===== src/rtl/ctp_pkg.sv =====
`timescale 1ns / 1ps
// Package: shared types, constants and arithmetic helpers for the Cassini torus point pipeline.
package ctp_pkg;

    typedef struct packed {
        logic [15:0] angle_u;
        logic [15:0] angle_v;
    } in_t;

    typedef struct packed {
        logic signed [31:0] pos_x;
        logic signed [31:0] pos_y;
        logic signed [31:0] pos_z;
        logic               invalid;
    } out_t;

    localparam int PADDR_W = 4;

    localparam logic [1:0] REG_RING_RADIUS = 2'd0;
    localparam logic [1:0] REG_OVAL_A      = 2'd1;
    localparam logic [1:0] REG_OVAL_B      = 2'd2;

    localparam logic [30:0] Q30_ONE = 31'h4000_0000;
    localparam logic [30:0] SIN_C9  = 31'd172272;

    typedef logic [30:0] coef_arr_t [4];
    localparam coef_arr_t SIN_COEF = '{31'd5026995, 31'd85569306, 31'd693598668,
                                       31'd1686629713};

    typedef struct packed {
        logic [63:0] n;
        logic [63:0] res;
    } sqrt_pair_t;

    function automatic sqrt_pair_t sqrt_step(input sqrt_pair_t p, input logic [63:0] bit_v);
        sqrt_pair_t  q;
        logic [63:0] trial;
        trial = p.res + bit_v;
        if (p.n >= trial) begin
            q.n   = p.n - trial;
            q.res = (p.res >> 1) + bit_v;
        end else begin
            q.n   = p.n;
            q.res = p.res >> 1;
        end
        return q;
    endfunction

    function automatic logic signed [33:0] mul_q30(input logic signed [32:0] v,
                                                   input logic signed [31:0] s);
        logic        neg;
        logic [31:0] mv;
        logic [30:0] ms;
        logic [62:0] prod;
        logic [62:0] rnd;
        logic [32:0] r;
        neg  = v[32] ^ s[31];
        mv   = v[32] ? 32'(-v) : v[31:0];
        ms   = s[31] ? 31'(-s) : s[30:0];
        prod = mv * ms;
        rnd  = prod + 63'h2000_0000;
        r    = rnd[62:30];
        return neg ? -$signed({1'b0, r}) : $signed({1'b0, r});
    endfunction

endpackage


===== src/rtl/ctp_isqrt.sv =====
`timescale 1ns / 1ps
// Pipelined 64-bit floor square root, two result bits per stage, sixteen stages.
module ctp_isqrt (
    input  logic        aclk,
    input  logic        en,
    input  logic [63:0] radicand,
    output logic [31:0] root
);

    localparam int STAGES = 16;

    ctp_pkg::sqrt_pair_t stage_reg [STAGES];

    for (genvar k = 0; k < STAGES; k++) begin : g_stage
        ctp_pkg::sqrt_pair_t src;
        ctp_pkg::sqrt_pair_t mid;
        ctp_pkg::sqrt_pair_t stage_next;

        if (k == 0) begin : g_first
            assign src = '{n: radicand, res: 64'd0};
        end else begin : g_rest
            assign src = stage_reg[k-1];
        end

        assign mid        = ctp_pkg::sqrt_step(src, 64'd1 << (62 - 4 * k));
        assign stage_next = ctp_pkg::sqrt_step(mid, 64'd1 << (60 - 4 * k));

        always_ff @(posedge aclk) begin
            if (en) begin
                stage_reg[k] <= stage_next;
            end
        end
    end

    assign root = stage_reg[STAGES-1].res[31:0];

endmodule


===== config.mk =====
export PLATFORM = sky130hd
export DESIGN_NAME = ctp_isqrt
export DESIGN_NICKNAME = d
export VERILOG_FILES = /design/src/rtl/ctp_pkg.sv /design/src/rtl/ctp_isqrt.sv
export SDC_FILE = /design/constraint.sdc
export NUM_CORES = 2
export LEC_CHECK = 0
export BUFFER_PORTS_ARGS = -buffer_cell sky130_fd_sc_hd__buf_2
export CAP_MARGIN = 40
export CELL_PAD_IN_SITES_DETAIL_PLACEMENT = 1
export CELL_PAD_IN_SITES_GLOBAL_PLACEMENT = 1
export CORE_MARGIN = 8
export CORE_UTILIZATION = 42
export DETAILED_ROUTE_END_ITERATION = 10
export GPL_ROUTABILITY_DRIVEN = 0
export HOLD_SLACK_MARGIN = 0.02
export PLACE_DENSITY = 0.65
export RECOVER_POWER = 25
export SETUP_SLACK_MARGIN = 0.4
export SYNTH_ARGS = -nofsm -noshare
export SYNTH_HDL_FRONTEND = slang
export SYNTH_SLANG_ARGS = --single-unit

===== constraint.sdc =====
create_clock -name aclk -period 14.6 [get_ports aclk]
set_clock_uncertainty 0.05 [all_clocks]
set_input_delay 2.19 -clock aclk [delete_from_list [all_inputs] [get_ports aclk]]
set_output_delay 2.19 -clock aclk [all_outputs]
set_load 0.01 [all_outputs]

; ---- After elaboration in Yosys (flattened, before gate mapping)
; Memories as Yosys holds them, arrays and structs flattened.
; Cells that the tools add are included.
; Widths: inputs -> output; s select.
[totals]
reg_bits = 0
ramBits = 2048
input_bits = 66
elab_cells = 161
n_memories = 1
[classes]
add_sub_neg = 94
n_lt_le_gt_ge = 32
n_mux = 34
[memory_table]
columns = name, words, width, read_ports, rd_clocked_by_memory_dff, write_ports, line_no
row1 = stage_reg, 16, 128, 16, 0, 16, ctp_isqrt.sv:12  ; ctp_pkg::sqrt_pair_t stage_reg [STAGES];
[ops]
columns = operator, count
row1 = $mux 128, 32
row2 = $ge 64x64->1, 31
row3 = $sub 64x64->64, 31
row4 = $add 63x1->64 const B, 1
row5 = $add 63x11->64 const B, 1
row6 = $add 63x13->64 const B, 1
row7 = $add 63x15->64 const B, 1
row8 = $add 63x17->64 const B, 1
row9 = $add 63x19->64 const B, 1
row10 = $add 63x21->64 const B, 1
row11 = $add 63x23->64 const B, 1
row12 = $add 63x25->64 const B, 1
row13 = $add 63x27->64 const B, 1
row14 = $add 63x29->64 const B, 1
row15 = $add 63x3->64 const B, 1
row16 = $add 63x31->64 const B, 1
row17 = $add 63x33->64 const B, 1
row18 = $add 63x35->64 const B, 1
row19 = $add 63x37->64 const B, 1
row20 = $add 63x39->64 const B, 1
row21 = $add 63x41->64 const B, 1
row22 = $add 63x43->64 const B, 1
row23 = $add 63x45->64 const B, 1
row24 = $add 63x47->64 const B, 1
row25 = other kinds (44), 45

; ---- Depth between registers and ports, before layout
; An unclocked memory read counts as a cell.
[depth]
ltp_word = 7
ltp_mapped = 34
ltp_nobuf = 27

; ---- Worst setup path before layout
; OpenSTA, ideal clock, no wires.
[synth_timing]
path_type = register -> register
start = memory stage_reg[6][101] in the netlist's numbering
end = memory stage_reg[6][239] in the netlist's numbering, data pin
setup_time_ns = 0.261
t_arrival_ns = 6.005
setup_slack_ns = 8.284
path_stages_with_launch = 26
path_cell_list = edfxtp_1 ha_1 buf_2 nor4bb_1 nand4b_1 a211o_1 nand3_1 clkbuf_1 buf_1 clkbuf_1 nor2_1 nor2_1 ha_1 and3_1 and3_1 a311oi_1 and3_1 a21oi_1 a41o_1 a311o_1 a21oi_1 o21ai_1 a221oi_1 o211ai_1 nor3_1 xnor2_1
[synth_lines]
columns = item, line_no
row1 = from (decl), ctp_isqrt.sv:12

==> results.json <==
{
  "cp_num_buf_inv": 3,
  "drcViolationCount": 0,
  "synth-xor-area-share_pct": 8.72,
  "ys_ff_latch": 1232,
  "area_growth_pct": 10.1,
  "cts_hold_buf": 0,
  "postRouteAntennaNets": 0,
  "hold_end": "stage_reg[3][215]",
  "use_met1_pct": 31.3,
  "clockRootBuffer": "clkbuf_16",
  "drtIter0Drc": 4653,
  "cap_violations": 0,
  "synth-compound-area-share_pct": 15.7,
  "syn_avg_cell_area_um2": 9.84,
  "post_cts_resized": 0,
  "final_common_cell": "edfxtp_1",
  "finish.net_count": 9296,
  "drtPass1Iterations": 5,
  "core_area_um2": 200000,
  "path_class": "flop to flop",
  "critPathSlowestCell": "or4_1",
  "grt.busiest_layer": "met2",
  "die_h_um": 464,
  "dp_slack_ns": 6.68,
  "mappedNetlistArea_um2": 84400,
  "grt_first_pass_wirelength_mm": 409,
  "power_leakage_nw": 35.5,
  "cts.clk_slew.worst_paths_ns": 0.06,
  "synth-edff-count": 1232,
  "synth_adder_area_share_pct": 8.49,
  "crit_fanout": 36,
  "synthSimpleGateAreaFrac_pct": 18.2,
  "synth_mux_area_share_pct": 1.71,
  "worst_ep_arrival_time_ns": 8.41,
  "hold_path.class": "flop to flop",
  "hold_viol_final": 0,
  "peakVddDrop_mv": 0.130,
  "grt_start_max_net_pins": 154,
  "hold_depth": 0,
  "setup_viol_count_final": 0,
  "antenna_found_initial": 1,
  "timing.rr.start": "stage_reg[4][114]",
  "fmax_mhz": 125,
  "syn-num-nets": 9217,
  "grtUsageMet2_pct": 41.5,
  "setup_ws_ns": 6.63,
  "r2r_slack_ns": 6.63,
  "status": "finished clean",
  "cpLargestDelayFamily": "simple AND/OR/NAND/NOR gates",
  "largest_register_ffs": 1232,
  "cts_buffers": 145,
  "netlist_instances": 8578,
  "p_per_area_nw_per_um2": 186,
  "wl_per_cell_um": 23.3,
  "async_flop_share_pct": 0,
  "mostFrequentLayoutCells": "edfxtp_1, nor2_1, a21oi_1",
  "synth_flop_cell": "edfxtp_1",
  "reg2reg_depth": 25,
  "rsz0062_at_grt": "false",
  "die_area_um2": 216000,
  "drive_gt1_share_pct": 7.24,
  "finalSetupTns_ns": 0,
  "period_share_pct": 54.6,
  "synth_cell_types": 115,
  "cts_tree": "yes",
  "grt-ovfl-total": 0,
  "fin_hold_ws_ns": 0.361,
  "grt_pass1_vias": 68800,
  "port_buffers": 97,
  "endpoint_kind": "flop",
  "post-cts-setup-buffer-count": 0,
  "wl_mm": 266,
  "track_usage_pct": 23.7,
  "initial_core_util_pct": 42.2,
  "critPathMaxStageDelay_ns": 0.60,
  "start_kind": "flop",
  "required_ns": 15.04,
  "dr_total_vias": 67200,
  "worst_pin_slew_ns": 0.961,
  "synth_top_family_by_area": "simple AND/OR/NAND/NOR gates",
  "routed_via_density": 5.88,
  "drv_slew": 0,
  "grtUsageMet3_pct": 2.45,
  "yosys_warnings": 0,
  "rows": 164,
  "boundaryPins": 98,
  "worstReg2RegEnd": "stage_reg[4][245]",
  "ys_seq_area_share_pct": 43.8,
  "clock-sinks": 1232,
  "worstSkewPairLatency_ns": 0.82,
  "h-tree-depth": 4,
  "maxSlewHeadroom_pct": 34.3,
  "dpl.hpwl_mm": 213,
  "hp-start": "stage_reg[3][87]",
  "clockBufferDepth": 3,
  "die_width_um": 464,
  "power_mw": 17.3,
  "fin_crit_ns": 7.97
}
-- layer usage --
layer  vias up  routed length, um  share of wire [%]
met3       351               9430                3.5
met1     33400             119000                 45
li1      32200                  -                  -
met2      1237             130000                 49
met4         0               7090                2.7
met5         -                  0                  0
-- report_power, final --
part           internal, mW  switching, mW
registers              4.81          0.602
clock network          2.13           1.58
logic                  3.19           4.94
-- logic make-up after synthesis --
kind of cell,Yosys count
flops,1232
simple gates,2984
compound gates,2091
xor+xnor,838
mux,129
buf+inv,731
fa+ha+maj,573
-- how the worst max path moves through the flow --
| stage | from | end | slack [ns] | cells past startpoint |
|---|---|---|---|---|
| global route | stage_reg[4][114] | stage_reg[4][245] | 6.06 | 25 |
| CTS | stage_reg[4][114] | stage_reg[4][245] | 6.63 | 25 |
| finish | stage_reg[4][114] | stage_reg[4][245] | 6.63 | 25 |
| detailed placement | stage_reg[4][114] | stage_reg[4][245] | 6.68 | 25 |
| floorplan | stage_reg[6][101] | stage_reg[6][239] | 8.28 | 25 |
| global placement | stage_reg[4][114] | stage_reg[4][245] | 6.94 | 25 |
-- synth_stat cells, drive strengths merged (72+ instances only) --
| master | count | share of area, % |
|---|---|---|
| nand2b | 81 | 0.60 |
| nor3 | 203 | 1.2 |
| xnor2 | 503 | 5.2 |
| nor2 | 715 | 3.2 |
| a21o | 272 | 2.4 |
| ha | 573 | 8.5 |
| a21oi | 706 | 4.2 |
| edfxtp | 1232 | 44 |
| nor2b | 81 | 0.60 |
| nand3 | 224 | 1.3 |
| nand4 | 199 | 1.5 |
| clkbuf | 169 | 0.75 |
| o21a | 76 | 0.68 |
| or3 | 112 | 0.84 |
| xor2 | 335 | 3.5 |
| nand2 | 678 | 3.0 |
| o21bai | 83 | 0.74 |
| a31oi | 74 | 0.57 |
| nor4 | 223 | 1.7 |
| and3 | 76 | 0.56 |
| mux2 | 98 | 1.3 |
| o21ai | 425 | 2.5 |
| inv | 485 | 2.2 |
| buf | 72 | 0.48 |
| or4 | 75 | 0.67 |
-- metrics by stage --
step	util, %	instances	area [um2]
floorplan	-	8578	84400
global placement	43.9	11100	87700
detailed placement	44.0	11200	88000
CTS	46.5	11400	92900
global route	46.5	11400	92900
finish	46.5	11400	92900
-- area by class of cell --
class,instances,area (um2)
Fill cell,22300,107000
Inverter,490,1840
Antenna cell,2,5.00
Multi-Input combinational cell,6615,44600
Clock inverter,88,1180
Clock buffer,173,3730
Tap cell,2656,3320
Sequential cell,1232,37000
Timing Repair Buffer,173,1230
-- worst reg2reg max path, stage by stage, from the launching register on --
cell and delay (ns):
edfxtp_1 0.46, or4_1 0.61, or4_1 0.60, or4_1 0.55
nor3_2 0.37, o31ai_4 0.12, buf_4 0.25, inv_2 0.41
nor2_1 0.12, nor2_1 0.18, ha_1 0.33, a21o_1 0.20
a21o_1 0.16, a21oi_1 0.20, o21ai_0 0.15, a21oi_1 0.29
o31ai_1 0.14, a221oi_2 0.45, nand4_1 0.13, a311oi_1 0.25
nand2_1 0.11, nor2_2 0.51, inv_2 0.46, or3b_1 0.36
nor2_1 0.08, xor2_1 0.15
Note: power is estimated with default switching activity, not from simulation.
